--- config.mk ---
export PLATFORM = sky130hd
export DESIGN_NAME = atkd2_fifo
export DESIGN_NICKNAME = d
export VERILOG_FILES = /design/src/rtl/core/atkd2_pkg.sv /design/src/rtl/core/atkd2_fifo.sv
export SDC_FILE = /design/constraint.sdc
export NUM_CORES = 1
export LEC_CHECK = 0
export ABC_CLOCK_PERIOD_IN_PS = 3100
export BUFFER_PORTS_ARGS = -buffer_cell sky130_fd_sc_hd__buf_2
export CAP_MARGIN = 10
export CELL_PAD_IN_SITES_DETAIL_PLACEMENT = 1
export CELL_PAD_IN_SITES_GLOBAL_PLACEMENT = 2
export CORE_MARGIN = 2
export CORE_UTILIZATION = 47
export CTS_CLUSTER_DIAMETER = 120
export CTS_CLUSTER_SIZE = 8
export DETAILED_ROUTE_END_ITERATION = 10
export GPL_ROUTABILITY_DRIVEN = 0
export PLACE_DENSITY_LB_ADDON = 0.1
export SETUP_SLACK_MARGIN = 0.5
export SLEW_MARGIN = 25
export SYNTH_ARGS = -nofsm -noshare
export SYNTH_HDL_FRONTEND = slang
export SYNTH_SLANG_ARGS = --single-unit
--- constraint.sdc ---
create_clock -name clk -period 3.1 [get_ports clk]
set_clock_uncertainty 0.05 [all_clocks]
set_input_delay 0.62 -clock clk [delete_from_list [all_inputs] [get_ports clk]]
set_output_delay 0.62 -clock clk [all_outputs]
set_load 0.01 [all_outputs]
--- src/rtl/core/atkd2_pkg.sv ---
// Shared types and constants for the 2-bit Atkinson ditherer.
`default_nettype none
package atkd2_pkg;

    typedef struct packed {
        logic [7:0] gray;
        logic [8:0] column;
        logic       first_of_image;
        logic       last_in_row;
    } pix_word_t;

    typedef struct packed {
        logic [1:0] level;
        logic [8:0] out_column;
    } dot_word_t;

    // tone adjusted pixel waiting for the dither engine
    typedef struct packed {
        logic [7:0] tone;
        logic [8:0] column;
        logic       first_of_image;
        logic       last_in_row;
    } tone_word_t;

    typedef struct packed {
        logic       valid;
        logic [7:0] index;
        logic [7:0] data;
    } cfg_wr_t;

    localparam logic [7:0] REG_ADJUST_ENABLE     = 8'd0;
    localparam logic [7:0] REG_CONTRAST_PERCENT  = 8'd1;
    localparam logic [7:0] REG_BRIGHTNESS_OFFSET = 8'd2;
    localparam logic [7:0] REG_GAMMA_ENABLE      = 8'd3;

    localparam logic [7:0] RST_CONTRAST   = 8'd115;
    localparam logic [5:0] RST_BRIGHTNESS = 6'd10;

    localparam logic [7:0] MID_GRAY = 8'd128;
    // ceil(2^22 / 100): exact floor(m / 100) for m < 2^15
    localparam logic [16:0] RECIP_100 = 17'd41944;
    localparam int          RECIP_SHIFT = 22;

    localparam logic [7:0] THR_DARK  = 8'd43;
    localparam logic [7:0] THR_LIGHT = 8'd128;
    localparam logic [7:0] THR_WHITE = 8'd213;
    localparam logic [7:0] VAL_DARK  = 8'd85;
    localparam logic [7:0] VAL_LIGHT = 8'd170;
    localparam logic [7:0] VAL_WHITE = 8'd255;

    localparam logic [1:0] LVL_BLACK = 2'd0;
    localparam logic [1:0] LVL_DARK  = 2'd1;
    localparam logic [1:0] LVL_LIGHT = 2'd2;
    localparam logic [1:0] LVL_WHITE = 2'd3;

    localparam int Q_DEPTH = 4;

endpackage
`default_nettype wire

--- src/rtl/core/atkd2_fifo.sv ---
// Short word queue between the tone front end and the dither engine.
`default_nettype none
module atkd2_fifo (
    input  wire logic                   clk,
    input  wire logic                   rst_n,
    input  wire logic                   push,
    input  wire atkd2_pkg::tone_word_t  push_word,
    output logic                        full,
    input  wire logic                   pop,
    output atkd2_pkg::tone_word_t       pop_word,
    output logic                        empty
);
    import atkd2_pkg::*;

    localparam int PW = $clog2(Q_DEPTH);

    tone_word_t   slot_reg [Q_DEPTH];
    logic [PW-1:0] wr_ptr_reg;
    logic [PW-1:0] rd_ptr_reg;
    logic [PW:0]   count_reg;

    assign full     = count_reg == (PW+1)'(Q_DEPTH);
    assign empty    = count_reg == '0;
    assign pop_word = slot_reg[rd_ptr_reg];

    always_ff @(posedge clk or negedge rst_n)
    begin
        if (!rst_n)
        begin
            wr_ptr_reg <= '0;
            rd_ptr_reg <= '0;
            count_reg  <= '0;
        end
        else
        begin
            if (push)
            begin
                wr_ptr_reg <= wr_ptr_reg + PW'(1);
            end
            if (pop)
            begin
                rd_ptr_reg <= rd_ptr_reg + PW'(1);
            end
            if (push && !pop)
            begin
                count_reg <= count_reg + (PW+1)'(1);
            end
            else if (pop && !push)
            begin
                count_reg <= count_reg - (PW+1)'(1);
            end
        end
    end

    always_ff @(posedge clk)
    begin
        if (push)
        begin
            slot_reg[wr_ptr_reg] <= push_word;
        end
    end

endmodule
`default_nettype wire

Word-level counts from Yosys, hierarchy flattened --
Memories as Yosys holds them, arrays and structs flattened. Index checks and enable logic that the tools add are counted. Widths: inputs -> output; s select.
Word-level totals: input bits 23, memories 1, latch bits 0, memory bits (writable) 76, word-level logic and storage cells 19, memory bits (read-only) 0, register bits after elaboration 7
Cells by class: multiply operators 0, add/sub/neg operators 4, bitwise logic cells 0, magnitude comparators 0, div/mod/pow operators 0, muxes and demuxes 4, shift-type cells 0, equal/unequal tests 1, reduce and logical (&&, ||, !) cells 6
Memory list:
- slot_reg | words 4, bits a word 19, read ports 1, clocked after memory_dff 0, write ports 1, RTL line atkd2_fifo.sv:17 | tone_word_t slot_reg [Q_DEPTH];
Operators by type and width (count):
- $mux 3 | 2
- $add 2x1->2 const B | 2
- $add 3x1->3 const B | 1
- $eq 3x3->1 const B | 1
- $logic_not 3->1 | 1
- $sub 3x1->3 const B | 1
- $logic_and 1x1->1 | 2
- $logic_not 1->1 | 2
- $mux 1 | 2
- $reduce_bool 2->1 | 1

Longest topological paths before layout --
depth in word-level cells 4, gate-level depth with buffers 7, mapped depth without buffers 7

Worst setup path after synthesis --
No wires, ideal clock.
kind register -> output, from reg rd_ptr_reg[0], to out pop_word[12] (netlist bit), stages on the path, launching flop included 3, arrival 1102 ps, path buffers 1, path slack 1328 ps, required time 2430 ps, cell sequence dfrtp_1 buf_6 mux4_2
RTL lines:
- from (decl) | RTL line atkd2_fifo.sv:19 | logic [PW-1:0] rd_ptr_reg;
- from (signal assigned) | RTL line atkd2_fifo.sv:42 | rd_ptr_reg <= rd_ptr_reg + PW'(1);
- to (decl) | RTL line atkd2_fifo.sv:10 | output atkd2_pkg::tone_word_t pop_word,

==> metrics.txt <==
clock buffer depth=2; Synth Area in XOR/XNOR=1.68%; Cell Rows=29; post-synth top area share=72.8%; Setup CP Type=reg2out; largest family of logic cells by synthesized area=multiplexers; grt peak-use layer=met2; Area Overhead vs Synth=17.9%; root buf cell=clkbuf_8; die area=7340 µm²; Synthesized Nets=162; clock latency on the worst-skew pair=340 ps; prevailing post-synth register cell=edfxtp_1; DRC errors left=0; CP max-delay cell=dfrtp_1; routing usage on met2=27.4%; met1 usage=21.6%; unrepaired setup endpoints after global routing=no; Fin Hold WS=53.4 ps; syn_area_per_cell=23.6 µm²; Crit path required time=2430 ps; final core occ=57.9%; FF-to-FF Start=wr_ptr_reg[0]; Slew @ Worst Pin=500 ps; Critical R2R Capture=slot_reg[0][2]; die width=85.7 µm; delay-heaviest family, CP=flip-flops; Final Hold Viols=0; CP Buf/Inv Count=2; Pre-Repair DR Iteration Count=4; Synth Area in Compound Gates=0.160%; top-count cell post-synth=edfxtp_1; number of enable flip-flop cells after synthesis=76; synth cell count leaders=edfxtp_1, mux4_2, dfrtp_1, ha_1; Worst-path clk slew=70 ps; Synth Area in Adders=2.63%; CTS Buf Count=9; share of cells above drive strength 1=43.3%; Cell Area, Placed=3470 µm²; Setup TNS Final=0 ps; clock sinks=83; htree depth=3; IO Port Bufs=43; Post-Layout Inst Area=3700 µm²; die height=85.7 µm; pwr dens=934 nW/µm²; drt via density=5.41; Post-CTS Setup Repair Bufs=0; Worst Setup End Kind=output port; I/O pin count=44; Mapped Cells=133; P_leak=1.34 nW; Arr. time, crit path=1800 ps; diodes inserted=0; post-DP HPWL=3670 µm; cts repair resizes=0; Slew Viols, Final=0; Max Cap Viol=0; met3 Usage GRT=4.14%; WL final=5330 µm; initial antenna violation count=0; R2R Setup Slk=1330 ps; final period utilization=79.6%; WL per Instance=19.7 µm; DR iter-0 viols=90; vias in the first global route=1600; GRT Residual Overflow=0; max_slew headroom=66.7%; Core ar.=6390 µm²; register bit total from synthesis=83; clock tree from TritonCTS=built; status=complete, no violations; first-pass GRT wire length=8830 µm; crit path cell chain=buf_4 -> mux4_2 -> buf_2; HP Class=in2async; antenna-violating nets left=0; # setup viols final=0; Total GRT Usage=17.0%; Async SR Flop Fraction=8.43%; register area share after synthesis=78.3%; nets=219; area of the mapped netlist=3140 µm²; simple logic cell fraction of the synthesized area=1.56%; top cells by area, synth=edfxtp_1, mux4_2, dfrtp_1, ha_1, xor2_1; area leader, netlist=edfxtp_1; Final Critical Period=2470 ps; via count=1466; max reg flops=76; Pwr Total=3.45 mW; crit start category=flip-flop; Worst path max stage delay=620 ps; achievable frequency=405 MHz; Worst Path Max Fanout=11; reg2reg path depth=4; Initial Utilization=49.1%; # hold bufs at CTS=0; synth warn=0; largest net degree at the start of global routing=15; worst vdd ir=0.472 mV; post-synthesis mux area share=14.1%; Cell variety after synth=18
[power by group]
part	switching [mW]	leakage, nW	internal [mW]
clock	0.357	0.119	0.526
combinational	0.501	0.443	0.484
sequential	0.107	0.780	1.48
[stage by stage]
stage / cells / setup WS, ps
2_1_floorplan: 133 / 1330
3_3_place_gp: 256 / 1050
3_5_place_dp: 256 / 974
4_1_cts: 271 / 588
5_1_grt: 271 / 556
6_report: 271 / 633
[per-layer routing]
| metal | routed length (µm) | up-vias |
|---|---|---|
| met3 | 212 | 12 |
| met5 | 0 | - |
| met1 | 2250 | 773 |
| li1 | - | 648 |
| met2 | 2750 | 33 |
| met4 | 120 | 0 |
[cells in the final DEF, fill, tap and decap left out, types with 2 or more instances in the layout]
master / instances
and2_1: 4
nand2_1: 2
clkbuf_8: 9
ha_1: 5
clkinv_2: 3
bufinv_16: 3
xnor2_1: 2
edfxtp_1: 76
inv_1: 4
buf_4: 7
xor2_1: 4
mux4_2: 18
buf_2: 43
dfrtp_1: 7
[layout make-up]
type,count,area (µm²)
Tap cell,77,96.3
Clock buffer,9,124
Multi-Input combinational cell,42,632
Inverter,4,15.0
Sequential cell,83,2460
Clock inverter,6,105
Fill cell,563,2690
Timing Repair Buffer,50,268
[cells by family (layout without fill, tap and decap cells)]
group / after synthesis / in the layout
and+or+nand+nor: 9 / 9
adders and majority gates: 6 / 6
AOI/OAI and AO/OA: 1 / 1
DFF: 83 / 83
buffers and inverters: 8 / 69
xor gates and xnor gates: 6 / 6
muxes: 20 / 20
[worst max-delay path by stage]
stage / from / end / slack (ps) / depth (start not counted)
detailed placement: rd_ptr_reg[1] / pop_word[1] / 970 / 3
global route: rd_ptr_reg[1] / pop_word[1] / 560 / 3
global placement: rd_ptr_reg[1] / pop_word[13] / 1050 / 3
floorplan: rd_ptr_reg[0] / pop_word[12] / 1330 / 2
finish: rd_ptr_reg[1] / pop_word[1] / 630 / 3
CTS: rd_ptr_reg[1] / pop_word[1] / 590 / 3
Power figures use the tool's default switching activity.
