===== src/rtl/core/atkd2_pkg.sv =====
// Shared types and constants for the 2-bit Atkinson ditherer.
`default_nettype none
package atkd2_pkg;

    typedef struct packed {
        logic [7:0] gray;
        logic [8:0] column;
        logic       first_of_image;
        logic       last_in_row;
    } pix_word_t;

    typedef struct packed {
        logic [1:0] level;
        logic [8:0] out_column;
    } dot_word_t;

    // tone adjusted pixel waiting for the dither engine
    typedef struct packed {
        logic [7:0] tone;
        logic [8:0] column;
        logic       first_of_image;
        logic       last_in_row;
    } tone_word_t;

    typedef struct packed {
        logic       valid;
        logic [7:0] index;
        logic [7:0] data;
    } cfg_wr_t;

    localparam logic [7:0] REG_ADJUST_ENABLE     = 8'd0;
    localparam logic [7:0] REG_CONTRAST_PERCENT  = 8'd1;
    localparam logic [7:0] REG_BRIGHTNESS_OFFSET = 8'd2;
    localparam logic [7:0] REG_GAMMA_ENABLE      = 8'd3;

    localparam logic [7:0] RST_CONTRAST   = 8'd115;
    localparam logic [5:0] RST_BRIGHTNESS = 6'd10;

    localparam logic [7:0] MID_GRAY = 8'd128;
    // ceil(2^22 / 100): exact floor(m / 100) for m < 2^15
    localparam logic [16:0] RECIP_100 = 17'd41944;
    localparam int          RECIP_SHIFT = 22;

    localparam logic [7:0] THR_DARK  = 8'd43;
    localparam logic [7:0] THR_LIGHT = 8'd128;
    localparam logic [7:0] THR_WHITE = 8'd213;
    localparam logic [7:0] VAL_DARK  = 8'd85;
    localparam logic [7:0] VAL_LIGHT = 8'd170;
    localparam logic [7:0] VAL_WHITE = 8'd255;

    localparam logic [1:0] LVL_BLACK = 2'd0;
    localparam logic [1:0] LVL_DARK  = 2'd1;
    localparam logic [1:0] LVL_LIGHT = 2'd2;
    localparam logic [1:0] LVL_WHITE = 2'd3;

    localparam int Q_DEPTH = 4;

endpackage
`default_nettype wire


===== src/rtl/core/atkd2_front.sv =====
// Front end: configuration registers, pixel intake and tone adjustment.
`default_nettype none
module atkd2_front (
    input  wire logic                   clk,
    input  wire logic                   rst_n,
    input  wire atkd2_pkg::cfg_wr_t     cfg,
    input  wire logic                   hold,
    input  wire logic                   pix_valid,
    output logic                        pix_stall,
    input  wire atkd2_pkg::pix_word_t   pix_word,
    input  wire logic                   q_full,
    output logic                        q_push,
    output atkd2_pkg::tone_word_t       q_word
);
    import atkd2_pkg::*;

    typedef enum logic [6:0] {
        F_IDLE = 7'b0000001,
        F_MUL  = 7'b0000010,
        F_SCL  = 7'b0000100,
        F_ADJ  = 7'b0001000,
        F_DIV  = 7'b0010000,
        F_GAM  = 7'b0100000,
        F_PUSH = 7'b1000000
    } fstate_t;

    fstate_t    state_reg;
    logic       adj_en_reg;
    logic [7:0] pct_reg;
    logic [5:0] bri_reg;
    logic       gam_en_reg;
    tone_word_t word_reg;
    logic       neg_reg;
    logic [15:0] prod_reg;
    logic [8:0] quo_reg;
    logic [7:0] x1_reg;
    logic [7:0] rem_reg;
    logic [8:0] low_reg;
    logic [8:0] gq_reg;
    logic [3:0] cnt_reg;

    logic        accept;
    logic [7:0]  mag;
    logic [32:0] scl;
    logic signed [10:0] c_sgn;
    logic [7:0]  c1;
    logic [8:0]  c2_sum;
    logic [7:0]  c2;
    logic [15:0] g_prod;
    logic [8:0]  x1_sum;
    logic [8:0]  r2;
    logic        ge;
    logic [8:0]  r2_sub;
    logic [9:0]  x2_sum;
    logic [8:0]  x2;

    assign accept    = pix_valid && !pix_stall;
    assign pix_stall = (state_reg != F_IDLE) || hold;
    assign q_push    = (state_reg == F_PUSH) && !q_full;
    assign q_word    = word_reg;

    always_comb
    begin
        mag    = (word_reg.tone < MID_GRAY) ? (MID_GRAY - word_reg.tone)
                                            : (word_reg.tone - MID_GRAY);
        scl    = 33'(prod_reg) * 33'(RECIP_100);
        c_sgn  = neg_reg ? (11'sd128 - $signed({2'b00, quo_reg}))
                         : (11'sd128 + $signed({2'b00, quo_reg}));
        if (c_sgn < 11'sd0)
        begin
            c1 = 8'd0;
        end
        else if (c_sgn > 11'sd255)
        begin
            c1 = 8'd255;
        end
        else
        begin
            c1 = c_sgn[7:0];
        end
        c2_sum = {1'b0, c1} + {3'b000, bri_reg};
        c2     = c2_sum[8] ? 8'd255 : c2_sum[7:0];
        // c*255 as (c << 8) - c; the first Newton step is exactly (c + 255) / 2
        g_prod = {c2, 8'd0} - {8'd0, c2};
        x1_sum = {1'b0, c2} + 9'd255;
        r2     = {rem_reg, low_reg[8]};
        ge     = r2 >= {1'b0, x1_reg};
        r2_sub = r2 - {1'b0, x1_reg};
        x2_sum = {2'b00, x1_reg} + {1'b0, gq_reg};
        x2     = x2_sum[9:1];
    end

    always_ff @(posedge clk or negedge rst_n)
    begin
        if (!rst_n)
        begin
            adj_en_reg <= 1'b1;
            pct_reg    <= RST_CONTRAST;
            bri_reg    <= RST_BRIGHTNESS;
            gam_en_reg <= 1'b1;
        end
        else if (cfg.valid)
        begin
            case (cfg.index)
                REG_ADJUST_ENABLE:     adj_en_reg <= cfg.data[0];
                REG_CONTRAST_PERCENT:  pct_reg    <= cfg.data;
                REG_BRIGHTNESS_OFFSET: bri_reg    <= cfg.data[5:0];
                REG_GAMMA_ENABLE:      gam_en_reg <= cfg.data[0];
                default: ;
            endcase
        end
    end

    always_ff @(posedge clk or negedge rst_n)
    begin
        if (!rst_n)
        begin
            state_reg <= F_IDLE;
        end
        else
        begin
            case (state_reg)
                F_IDLE:
                begin
                    if (accept)
                    begin
                        state_reg <= adj_en_reg ? F_MUL : F_PUSH;
                    end
                end
                F_MUL: state_reg <= F_SCL;
                F_SCL: state_reg <= F_ADJ;
                F_ADJ: state_reg <= (gam_en_reg && c2 != 8'd0) ? F_DIV : F_PUSH;
                F_DIV:
                begin
                    if (cnt_reg == 4'd0)
                    begin
                        state_reg <= F_GAM;
                    end
                end
                F_GAM: state_reg <= F_PUSH;
                F_PUSH:
                begin
                    if (!q_full)
                    begin
                        state_reg <= F_IDLE;
                    end
                end
                default: state_reg <= F_IDLE;
            endcase
        end
    end

    always_ff @(posedge clk)
    begin
        case (state_reg)
            F_IDLE:
            begin
                if (accept)
                begin
                    word_reg.tone           <= pix_word.gray;
                    word_reg.column         <= pix_word.column;
                    word_reg.first_of_image <= pix_word.first_of_image;
                    word_reg.last_in_row    <= pix_word.last_in_row;
                end
            end
            F_MUL:
            begin
                neg_reg  <= word_reg.tone < MID_GRAY;
                prod_reg <= 16'(mag) * 16'(pct_reg);
            end
            F_SCL:
            begin
                quo_reg <= scl[RECIP_SHIFT+8:RECIP_SHIFT];
            end
            F_ADJ:
            begin
                word_reg.tone <= c2;
                x1_reg  <= x1_sum[8:1];
                rem_reg <= {1'b0, g_prod[15:9]};
                low_reg <= g_prod[8:0];
                gq_reg  <= 9'd0;
                cnt_reg <= 4'd8;
            end
            F_DIV:
            begin
                // restoring divide, one quotient bit per cycle
                rem_reg <= ge ? r2_sub[7:0] : r2[7:0];
                low_reg <= {low_reg[7:0], 1'b0};
                gq_reg  <= {gq_reg[7:0], ge};
                cnt_reg <= cnt_reg - 4'd1;
            end
            F_GAM:
            begin
                word_reg.tone <= x2[8] ? 8'd255 : x2[7:0];
            end
            default: ;
        endcase
    end

endmodule
`default_nettype wire


===== config.mk =====
export PLATFORM = sky130hd
export DESIGN_NAME = atkd2_front
export DESIGN_NICKNAME = d
export VERILOG_FILES = /design/src/rtl/core/atkd2_pkg.sv /design/src/rtl/core/atkd2_front.sv
export SDC_FILE = /design/constraint.sdc
export NUM_CORES = 1
export LEC_CHECK = 0
export BUFFER_PORTS_ARGS = -buffer_cell sky130_fd_sc_hd__buf_2
export CAP_MARGIN = 25
export CORE_UTILIZATION = 30
export CTS_CLUSTER_SIZE = 25
export DETAILED_ROUTE_END_ITERATION = 10
export GPL_TIMING_DRIVEN = 1
export SLEW_MARGIN = 20
export SYNTH_ARGS = -nofsm -noshare
export SYNTH_HDL_FRONTEND = slang
export SYNTH_SLANG_ARGS = --single-unit

===== constraint.sdc =====
create_clock -name clk -period 12.6 [get_ports clk]
set_clock_uncertainty 0.1 [all_clocks]
set_input_delay 2.52 -clock clk [delete_from_list [all_inputs] [get_ports clk]]
set_output_delay 2.52 -clock clk [all_outputs]
set_load 0.01 [all_outputs]

Word-level counts from Yosys, hierarchy flattened:

Index checks and enable logic that the tools add are counted.

* word-level logic and storage cells: 84
* register bits: 106

* mux-type cells: 19
* magnitude comparators: 4
* reduce and logical (&&, ||, !) cells: 18
* add/sub/neg operators: 10
* equal/unequal tests: 14
* multiply operators: 2

Operator list (count)
* one-hot mux 7 bit (7 select lines): 1
* two-way mux 8 bit: 6
* one-hot mux 9 bit (2 select lines): 2
* two-way mux 7 bit: 5
* multiplier 16 x 13 -> 28 bit, second input constant: 1
* one-hot mux 8 bit (3 select lines): 1
* two-way mux 19 bit: 1
* equality test 8 x 2 -> 1 bit, second input constant: 2
* multiplier 8 x 8 -> 16 bit: 1
* one-hot mux 8 bit (2 select lines): 1
* subtractor 16 x 8 -> 16 bit: 1
* AND reduction 2 bit: 6
* > comparator 11 x 9 -> 1 bit, second input constant: 1
* less-than comparator 11 x 1 -> 1 bit, second input constant: 1
* two-way mux 11 bit: 1
* adder 8 x 9 -> 10 bit: 1
* adder 8 x 9 -> 10 bit, first input constant: 1
* subtractor 8 x 9 -> 10 bit, first input constant: 1
* adder 8 x 6 -> 9 bit: 1
* adder 8 x 8 -> 9 bit, second input constant: 1
* greater-or-equal comparator 9 x 8 -> 1 bit: 1
* equality test 8 x 1 -> 1 bit, second input constant: 1
* zero test 8 bit: 1
* less-than comparator 8 bit, second input constant: 1
* other kinds (22): 27

Depth between registers and ports, before layout:

Gate-level depths: netlist of run 1.

* word-level depth: 11
* depth in mapped cells: 23
* gate-level depth less buffers: 22

Least setup slack after synthesis of run 1:

No wires, ideal clock.

* kind: reg2reg
* from: register quo_reg[3]
* to: register low_reg[6], data pin
* setup time: 0.263 ns
* period minus slack after synthesis: 5.725 ns
* cell stages (with the launch flop): 22
* data required time: 12.237 ns
* arrival: 5.362 ns
* path slack: 6.875 ns
* cells stage by stage: edfxtp_1 or3_1 buf_2 o311a_1 o211a_1 nor2_2 a21oi_1 ha_1 fa_1 a21o_1 a21oi_1 o21ai_0 and2_1 and3_1 nor2_1 ha_1 inv_1 or2_2 a311o_1 or4b_4 xor2_1 o21ai_1

* cells in the longest elaborated chain, start to end: 9
* elaborated cells between the ends (all ways): 11
* those cells by class: add/sub (4); order compare (2); mux (5)

RTL lines
* start: declaration: RTL line atkd2_front.sv:35 `logic [8:0] quo_reg;`
* start signal: assignment: RTL line atkd2_front.sv:173 `quo_reg <= scl[RECIP_SHIFT+8:RECIP_SHIFT];`
* adder 8 x 9 -> 10 bit / subtractor 8 x 9 -> 10 bit (equally long branches): RTL line atkd2_front.sv:68, atkd2_front.sv:67
* two-way mux 11 bit (*): RTL line atkd2_front.sv:67 `c_sgn = neg_reg ? (11'sd128 - $signed({2'b00, quo_reg}))`
* > comparator 11 x 9 -> 1 bit: RTL line atkd2_front.sv:73 `else if (c_sgn > 11'sd255)`
* two-way mux 8 bit: RTL line atkd2_front.sv:73
* two-way mux 8 bit (*): RTL line atkd2_front.sv:69 `if (c_sgn < 11'sd0)`
* adder 8 x 6 -> 9 bit (*): RTL line atkd2_front.sv:81 `c2_sum = {1'b0, c1} + {3'b000, bri_reg};`
* two-way mux 8 bit (*): RTL line atkd2_front.sv:82 `c2 = c2_sum[8] ? 8'd255 : c2_sum[7:0];`
* subtractor 16 x 8 -> 16 bit (*): RTL line atkd2_front.sv:84 `g_prod = {c2, 8'd0} - {8'd0, c2};`
* one-hot mux 9 bit (2 select lines) (*): RTL line atkd2_front.sv:155 `case (state_reg)`
* end signal: assignment: RTL line atkd2_front.sv:180 `low_reg <= g_prod[8:0];`
* end signal: assignment: RTL line atkd2_front.sv:188 `low_reg <= {low_reg[7:0], 1'b0};`
* end: declaration: RTL line atkd2_front.sv:38 `logic [8:0] low_reg;`

Every way passes the cells marked *; elsewhere a longest branch is shown, timed or not.
A chain may end at the register's enable or synchronous reset.

Worst setup path in the final report of run 1:

Same ends and word-level chain as after synthesis.

==> results.txt, run 1 <==
The fraction of final layout cells with drive strength greater than 1 is 0.1128. The total via count in the routed design came out at roughly 8100. The most used flip-flop cell after synthesis is edfxtp_1. The total leakage power is around 6 nW. The first-pass GRT wire length is between 40 and 50 mm. The first detailed-routing pass ran for 5 iterations. For this design the top-level I/O count stands at 62.

The register bit count reported by yosys came out at between 100 and 150. For the pin with the worst max-slew slack, the measured transition is between 900 and 1000 ps. The number of global-route vias before repair came out at 8082. The worst-case IR drop observed on VDD is 0.07770 mV.

The starting density of the core is 0.3039. The share of the core filled with cells came out at 0.3379. Of the total power, combinational logic draws 0.254. The port buffer count came out at a little over 60. The cell internal power dissipation is 0.6465 mW. In the final timing run, aggregate negative setup slack is 0 ps.

The depth of the CTS H-tree is 3. The clock input transition at the sequential cells of the worst setup and hold paths is 80 ps. The placer's final routability congestion estimate is 0.8957. The net switching power of the design came out at ~0.33 mW. The total power after layout came out at 0.9787 mW.

The mapped netlist covers between 10000 and 15000 µm². Across the run, the number of max-cap violations was 0. In the synthesized netlist, the number of instances is between 1000 and 1500. The mean instance size in the synthesized netlist is 10.28 µm². In this run the worst hold path is classified as register to register. During synthesis, Yosys emitted a total of 0 warnings. Once the clock tree was built, the resizer swapped 0 gates to a different size. Entering global routing, the biggest net connects 32 pins.

Counting flops with a built-in enable in the synthesized netlist gives a little over 80. The top-area cell type share of the netlist area came out at 0.2183. The initial DRC count is 511. The net count after synthesis is 1432. The number of antenna diodes in the final layout is 0. The clock power share came out at 0.308.

Setup violations remaining at the end of the flow were counted as 0. The area used by multi-input combinational logic came out at around 7500 µm². The count of distinct cell types in the synthesized netlist came out at 70. From bottom edge to top edge, the die measures 197.1 µm.

In the global route stage, overall resource usage came out at 0.1321. The ratio of routed vias to standard cells is 4.772. The maximum clock insertion buffer count came out at 2.

The fraction of registers with async set or reset after synthesis is 0.2170. The final period utilization is 0.5089. The final-layout fill cell count is ~3800.

The clock insertion delay at the later pin of the skew report is roughly 360 ps. The power density relative to cell area is 77.08 nW/µm². After detailed routing, the number of remaining DRC violations is 0. In this run, CTS created clock tree buffers numbering 9. The die area came out at 38850 µm². The highest clock frequency the design can meet is 0.1559 GHz. The number of pins exceeding their max-slew limit in the final report came out at 0.

At the end of the flow, the number of nets in the layout was 1495. The clock tree from TritonCTS is built. Post-CTS timing repair inserted 0 buffers for setup. The number of antenna violations at the first check in global routing is 1. Setup repair after global routing left no endpoint under its margin. The kind of launch point of the worst setup path is a register. Leaving out fill and tap cells, the most frequent cell in the layout is inv_1. The startpoint identified for the worst hold timing path is bri_reg[4]$_DFFE_PN0P_. The root buffer selected by CTS is clkbuf_16. The core area is 37580 µm².

The final hold violation count is 0. The sequential cell area is about 3100 µm². The per-cell routed wire length came out at 14.72 µm. The register with the most flip-flops in the layout has 19 of them.

The residual antenna-violating net count after detailed routing is 0. The register-to-register setup slack came out at 6190 ps. The source of the critical timing path is quo_reg[3]$_DFFE_PP_. The worst max-slew margin expressed relative to the limit is 0.3642. The number of sinks handled by clock tree synthesis is between 100 and 150. The sequential power share is 0.438. In the layout the commonest cells are inv_1, ha_1, fa_1, edfxtp_1, nand2_1. Of the total power, the share spent switching nets is 0.3394.

The number of buffers inserted for hold repair after clock tree synthesis is 0. The data arrival time of the critical path came out at 6420 ps. edfxtp_1 takes more of the synthesized area than any other cell. The worst endpoint required time came out at about 13000 ps. The total wire length after detailed routing is around 25 mm. The post-layout minimum cycle time came out at 6413 ps. The area growth from synthesis to layout is 11.20%. The overall die width is between 150 and 200 µm.

The final HPWL from detailed placement is about 21 mm. The run finished with clean final reports. The remaining global-route overflow is 0. Row generation in the floorplan step produced between 70 and 80 rows. The post-synthesis sequential area ratio came out at 0.2698.

The critical path in this run is classified as register to register. In this run the critical register-to-register path is launched from quo_reg[3]$_DFFE_PP_. The worst setup path is captured at a register.

In this run the worst path has a maximum fanout of 10. By area the synthesized netlist is led by edfxtp_1, fa_1, ha_1.
layout make-up:
class,instances,share of cell area
multi-input combinational,783,0.5922
tap,511,0.05035
clock inverter,7,0.007982
sequential,106,0.2426
clock buffer,9,0.01774
inverter,206,0.06090
timing repair buffer,68,0.02818
power groups by stage:
stage | logic (mW) | clock network [mW] | registers (mW)
floorplan | 0.169 | 0 | 0.430
global placement | 0.245 | 0 | 0.435
detailed placement | 0.248 | 0 | 0.436
CTS | 0.250 | 0.310 | 0.429
global route | 0.282 | 0.321 | 0.431
finish | 0.249 | 0.301 | 0.428
worst max-delay path, stage by stage (launching register included):
cell      delay (ps)
edfxtp_1         480
or3_1            530
o311a_1          410
o211a_1          260
nor2_2           330
a21oi_1          140
ha_1             240
fa_1             410
a21o_1           180
a21oi_1          210
o21ai_0          250
and2_1           270
and3_1           260
nor2_1           310
ha_1             260
inv_1             50
or2_2            290
a311o_1          370
or4b_4           530
xor2_1           190
o21ai_1           90
synthesized netlist by cell type, types with 7 or more instances:
master,count
a21oi_1,39
nor3_1,22
a211oi_1,7
xor2_1,15
ha_1,167
a31oi_1,11
mux2_2,18
edfxtp_1,83
dfrtp_1,13
and2_1,36
nor2b_1,14
clkbuf_1,14
nor2_1,53
o211ai_1,8
dfstp_2,10
nand2_1,69
a21o_1,8
o31ai_1,10
inv_1,205
nor3b_1,7
nand3_1,16
xnor2_1,36
nand2b_1,8
fa_1,113
o21ai_0,25
logic make-up (layout without fill, tap and decap cells):
logic type / count (synthesis) / in the layout / share of synthesized area
AOI/OAI and AO/OA: 161 / 161 / 0.09523
xor gates and xnor gates: 51 / 51 / 0.03912
adders and majority gates: 280 / 280 / 0.3811
buffers and inverters: 222 / 290 / 0.07320
DFF: 106 / 106 / 0.2698
muxes: 19 / 19 / 0.01863
and+or+nand+nor: 272 / 272 / 0.1229
per-layer routing:
layer,up-vias,global-route usage,wire length (µm)
li1,3893,-,-
met1,3976,0.1820,11860
met2,154,0.2209,11860
met3,42,0.01571,732
met4,0,0.03072,423
met5,-,0,0
final timing paths:
check | endpoint | depth (start not counted)
max in group asynchronous | pct_reg[4]$_DFFE_PN1P_ | 1
max | low_reg[6]$_DFFE_PP_ | 20
min reg2reg | bri_reg[4]$_DFFE_PN0P_ | 1
min in group asynchronous | state_reg[6]$_DFFE_PN0P_ | 1
min | bri_reg[4]$_DFFE_PN0P_ | 1
max reg2reg | low_reg[6]$_DFFE_PP_ | 20
through the flow:
stage,std cells,hold WS (ps),cell area [µm²],setup WS [ps]
final,1690,428.5,12700,6187
after CTS,1690,426.8,12700,6247
after floorplan,1111,386.2,11420,6875
after detailed placement,1674,404.0,12370,6279
after global routing,1690,442.3,12700,5755
after global placement,1674,400.3,12370,6489
Note: power is estimated with default switching activity, not from simulation.
==> inputs of run 2 (changes only) <==
- clock period: 12.6 -> 5.5 ns (I/O delays scaled with it)
==> results.txt, run 2 (same netlist as run 1, synthesis figures left out) <==
The initial DRC count was 518 (was 511). The total power after layout was 2.306 mW (was 0.9787 mW). The power density relative to cell area came out at 176.5 nW/µm² (was 77.08 nW/µm²). The total CTS buffers came out at 9 (unchanged). The starting density of the core came out at 0.3039 (unchanged). The placer's final routability congestion estimate came out at 0.8762 (was 0.8957).

The peak supply drop came out at 0.1624 mV (was 0.07770 mV). The root buffer selected by CTS is clkbuf_16 (unchanged). The top fanout value on the critical path is 6 (was 10).

The cell count of the worst reg-to-reg path came out at 20 (unchanged). The most frequent standard cell in the layout excluding fill and tap cells is inv_1 (unchanged). The count of buffer and inverter cells on the critical path came out at 1 (unchanged). The port buffer count came out at 61 (unchanged).

The remaining global-route overflow was 0 (unchanged). The clock insertion delay at the later pin of the skew report is 360 ps (about the same). The total via count in the routed design was 8222 (was 8065). The element type at the critical path end is a register (unchanged).

The uppermost layer routed is met4 (unchanged). The highest clock frequency the design can meet came out at 0.1898 GHz (was 0.1559 GHz). The data arrival time of the critical path came to 5340 ps (was 6420 ps).

The endpoint of the worst register-to-register path is rem_reg[5]$_DFFE_PP_ (was low_reg[6]$_DFFE_PP_). The worst hold slack across all endpoints came to 424.9 ps (was 428.5 ps). The worst max-slew margin expressed relative to the limit came to 0.3917 (was 0.3642). The slowest library cell on the worst path is or4b_4 (was or3_1).

The final HPWL from detailed placement is 21.06 mm (was 20.63 mm). The startpoint of the worst hold path is bri_reg[5]$_DFFE_PN0P_ (was bri_reg[4]$_DFFE_PN0P_). Status: finished, final reports clean (unchanged). The total met2 wirelength after detailed routing came out at 12.10 mm (was 11.86 mm).

The transition time at the pin with the least slew margin came out at 912.4 ps (was 941.7 ps). The fraction of final layout cells with drive strength greater than 1 is 0.1523 (was 0.1128). The floorplan row count came out at 71 (unchanged). The cell class contributing the biggest share of worst-path delay is simple AND/OR/NAND/NOR gates (unchanged). The per-cell routed wire length is 14.64 µm (was 14.72 µm). The ratio of routed vias to standard cells is 4.764 (was 4.772).

The number of nets in the layout is 1531 (was 1495). The vertical extent of the die is 197.1 µm (unchanged). The final-layout setup total negative slack is 0 ps (unchanged). The number of iterations in the first detailed-routing pass is 6 (was 5). The post-layout minimum cycle time came out at 5267 ps (was 6413 ps).

The worst hold path depth came out at 1 (unchanged). The startpoint-to-endpoint class of the critical path is register to register (unchanged). The clock input transition at the sequential cells of the worst setup and hold paths came to 80 ps (about the same). The die area came to 38850 µm² (unchanged). The final-layout fill cell count is 3788 (was 3817). The number of placed instances with taps included is 1695 (was 1674).

The met1 layer wirelength in the final routing came out at 11.57 mm (was 11.86 mm). The beginning of the worst register-to-register path is quo_reg[3]$_DFFE_PP_ (unchanged). The pin count of the biggest net entering global routing came out at 32 (unchanged). The core area came out at 37580 µm² (unchanged). Commonest non-fill, non-tap cells in the layout: inv_1, ha_1, fa_1, edfxtp_1, nand2_1 (unchanged). The residual antenna-violating net count after detailed routing is 0 (unchanged). The DRC violation count after routing is 0 (unchanged). The highest cell delay on the worst timing path is 520 ps (was 530 ps). The number of global-route vias before repair came out at 8156 (was 8082). The kind of launch point of the worst setup path is a register (unchanged).

The flip-flop count of the largest register after layout is 19 (unchanged). The wire length on met3 is 1.127 mm (was 732 µm). The number of antenna violations at the first check in global routing is 0 (was 1). The number of pins exceeding their max-slew limit in the final report came to 0 (unchanged). The number of standard cells in the final layout excluding fillers came to 1726 (was 1690).

The worst hold path class is register to register (unchanged). The clock tree from TritonCTS is built (unchanged). The final period utilization came to 0.9577 (was 0.5089).

The overall die width was 197.1 µm (unchanged). The total leakage power came out at 6.122 nW (was 5.919 nW). The number of max-cap violations is 0 (unchanged).

The overall track demand over capacity in global routing came out at 0.1332 (was 0.1321). The total inserted antenna cells was 0 (unchanged). The number of setup violations in the final report was 0 (unchanged). The boundary pin count came to 62 (unchanged). The total wire length after detailed routing came out at 25.27 mm (was 24.88 mm). The depth of the CTS H-tree was 3 (unchanged). The share of the core filled with cells was 0.3477 (was 0.3379). Cells along the critical path: or3_4 -> o311a_4 -> o211a_1 -> nor2_4 -> a21oi_1 -> ha_1 -> fa_2 -> a21o_1 -> a21oi_2 -> o21ai_1 -> and2_1 -> and3_4 -> nor2_2 -> ha_2 -> inv_1 -> or2_2 -> a311o_1 -> or4b_4 -> nand4b_1 -> o211ai_1 (was or3_1 -> o311a_1 -> o211a_1 -> nor2_2 -> a21oi_1 -> ha_1 -> fa_1 -> a21o_1 -> a21oi_1 -> o21ai_0 -> and2_1 -> and3_1 -> nor2_1 -> ha_1 -> inv_1 -> or2_2 -> a311o_1 -> or4b_4 -> xor2_1 -> o21ai_1). The maximum clock insertion buffer count came out at 2 (unchanged). The hold path endpoint is bri_reg[5]$_DFFE_PN0P_ (was bri_reg[4]$_DFFE_PN0P_). The area growth from synthesis to layout was 14.42% (was 11.20%). The number of sinks handled by clock tree synthesis came out at 106 (unchanged).

The final hold violation count is 0 (unchanged). The register-to-register setup slack is 230 ps (was 6190 ps). The worst endpoint required time is 5570 ps (was 12610 ps). The first-pass GRT wire length is 41.24 mm (was 41.02 mm).
==> run 2: metal layers <==
layer / GRT usage / up-vias
li1: - / 3956
met1: 0.1799 / 4042
met2: 0.2252 / 188
met3: 0.01776 / 36
met4: 0.03158 / 0
met5: 0 / -
==> run 2: worst max-delay path by stage <==
stage	cells after the start	endpoint	start	slack, ps
2_1_floorplan	21	low_reg[6]$_DFFE_PP_	quo_reg[3]$_DFFE_PP_	20
3_3_place_gp	20	low_reg[6]$_DFFE_PP_	quo_reg[3]$_DFFE_PP_	100
3_5_place_dp	20	low_reg[6]$_DFFE_PP_	quo_reg[3]$_DFFE_PP_	-20
4_1_cts	20	low_reg[6]$_DFFE_PP_	quo_reg[3]$_DFFE_PP_	-10
5_1_grt	19	prod_reg[15]$_DFFE_PP_	q_word[12]$_DFFE_PP_	-0.5
6_report	20	rem_reg[5]$_DFFE_PP_	quo_reg[3]$_DFFE_PP_	230
==> run 2: stage by stage <==
| step | setup WS (ps) | cell area [µm²] |
|---|---|---|
| after floorplan | 20.84 | 11430 |
| after CTS | -12.64 | 12890 |
| after global placement | 103.3 | 12540 |
| after global routing | -0.4508 | 13070 |
| final | 232.6 | 13070 |
| after detailed placement | -16.56 | 12540 |
==> run 2: cell type report <==
| cell class | instances | area, µm² | share of cell area |
|---|---|---|---|
| clock buffers | 9 | 225.2 | 0.01724 |
| well taps | 511 | 639.4 | 0.04894 |
| multi-input cells | 783 | 7617 | 0.5830 |
| inverters | 206 | 773.2 | 0.05918 |
| clock inverters | 7 | 101.3 | 0.007757 |
| repair buffers | 104 | 628.1 | 0.04808 |
| flip-flops and latches | 106 | 3080 | 0.2358 |
==> run 2: power by group <==
part           switching [mW]  total [mW]  internal, mW
registers              0.0470       0.974         0.927
clock network           0.354       0.688         0.334
logic                   0.372       0.644         0.272
==> run 2: timing repair <==
item | in CTS | in global routing
setup endpoints to repair | 3 | 11
cloned | 0 | 0
buffers inserted | 1 | 14
hold buffers | 0 | 0
gates resized for setup | 2 | 15
pin swaps | 1 | 5
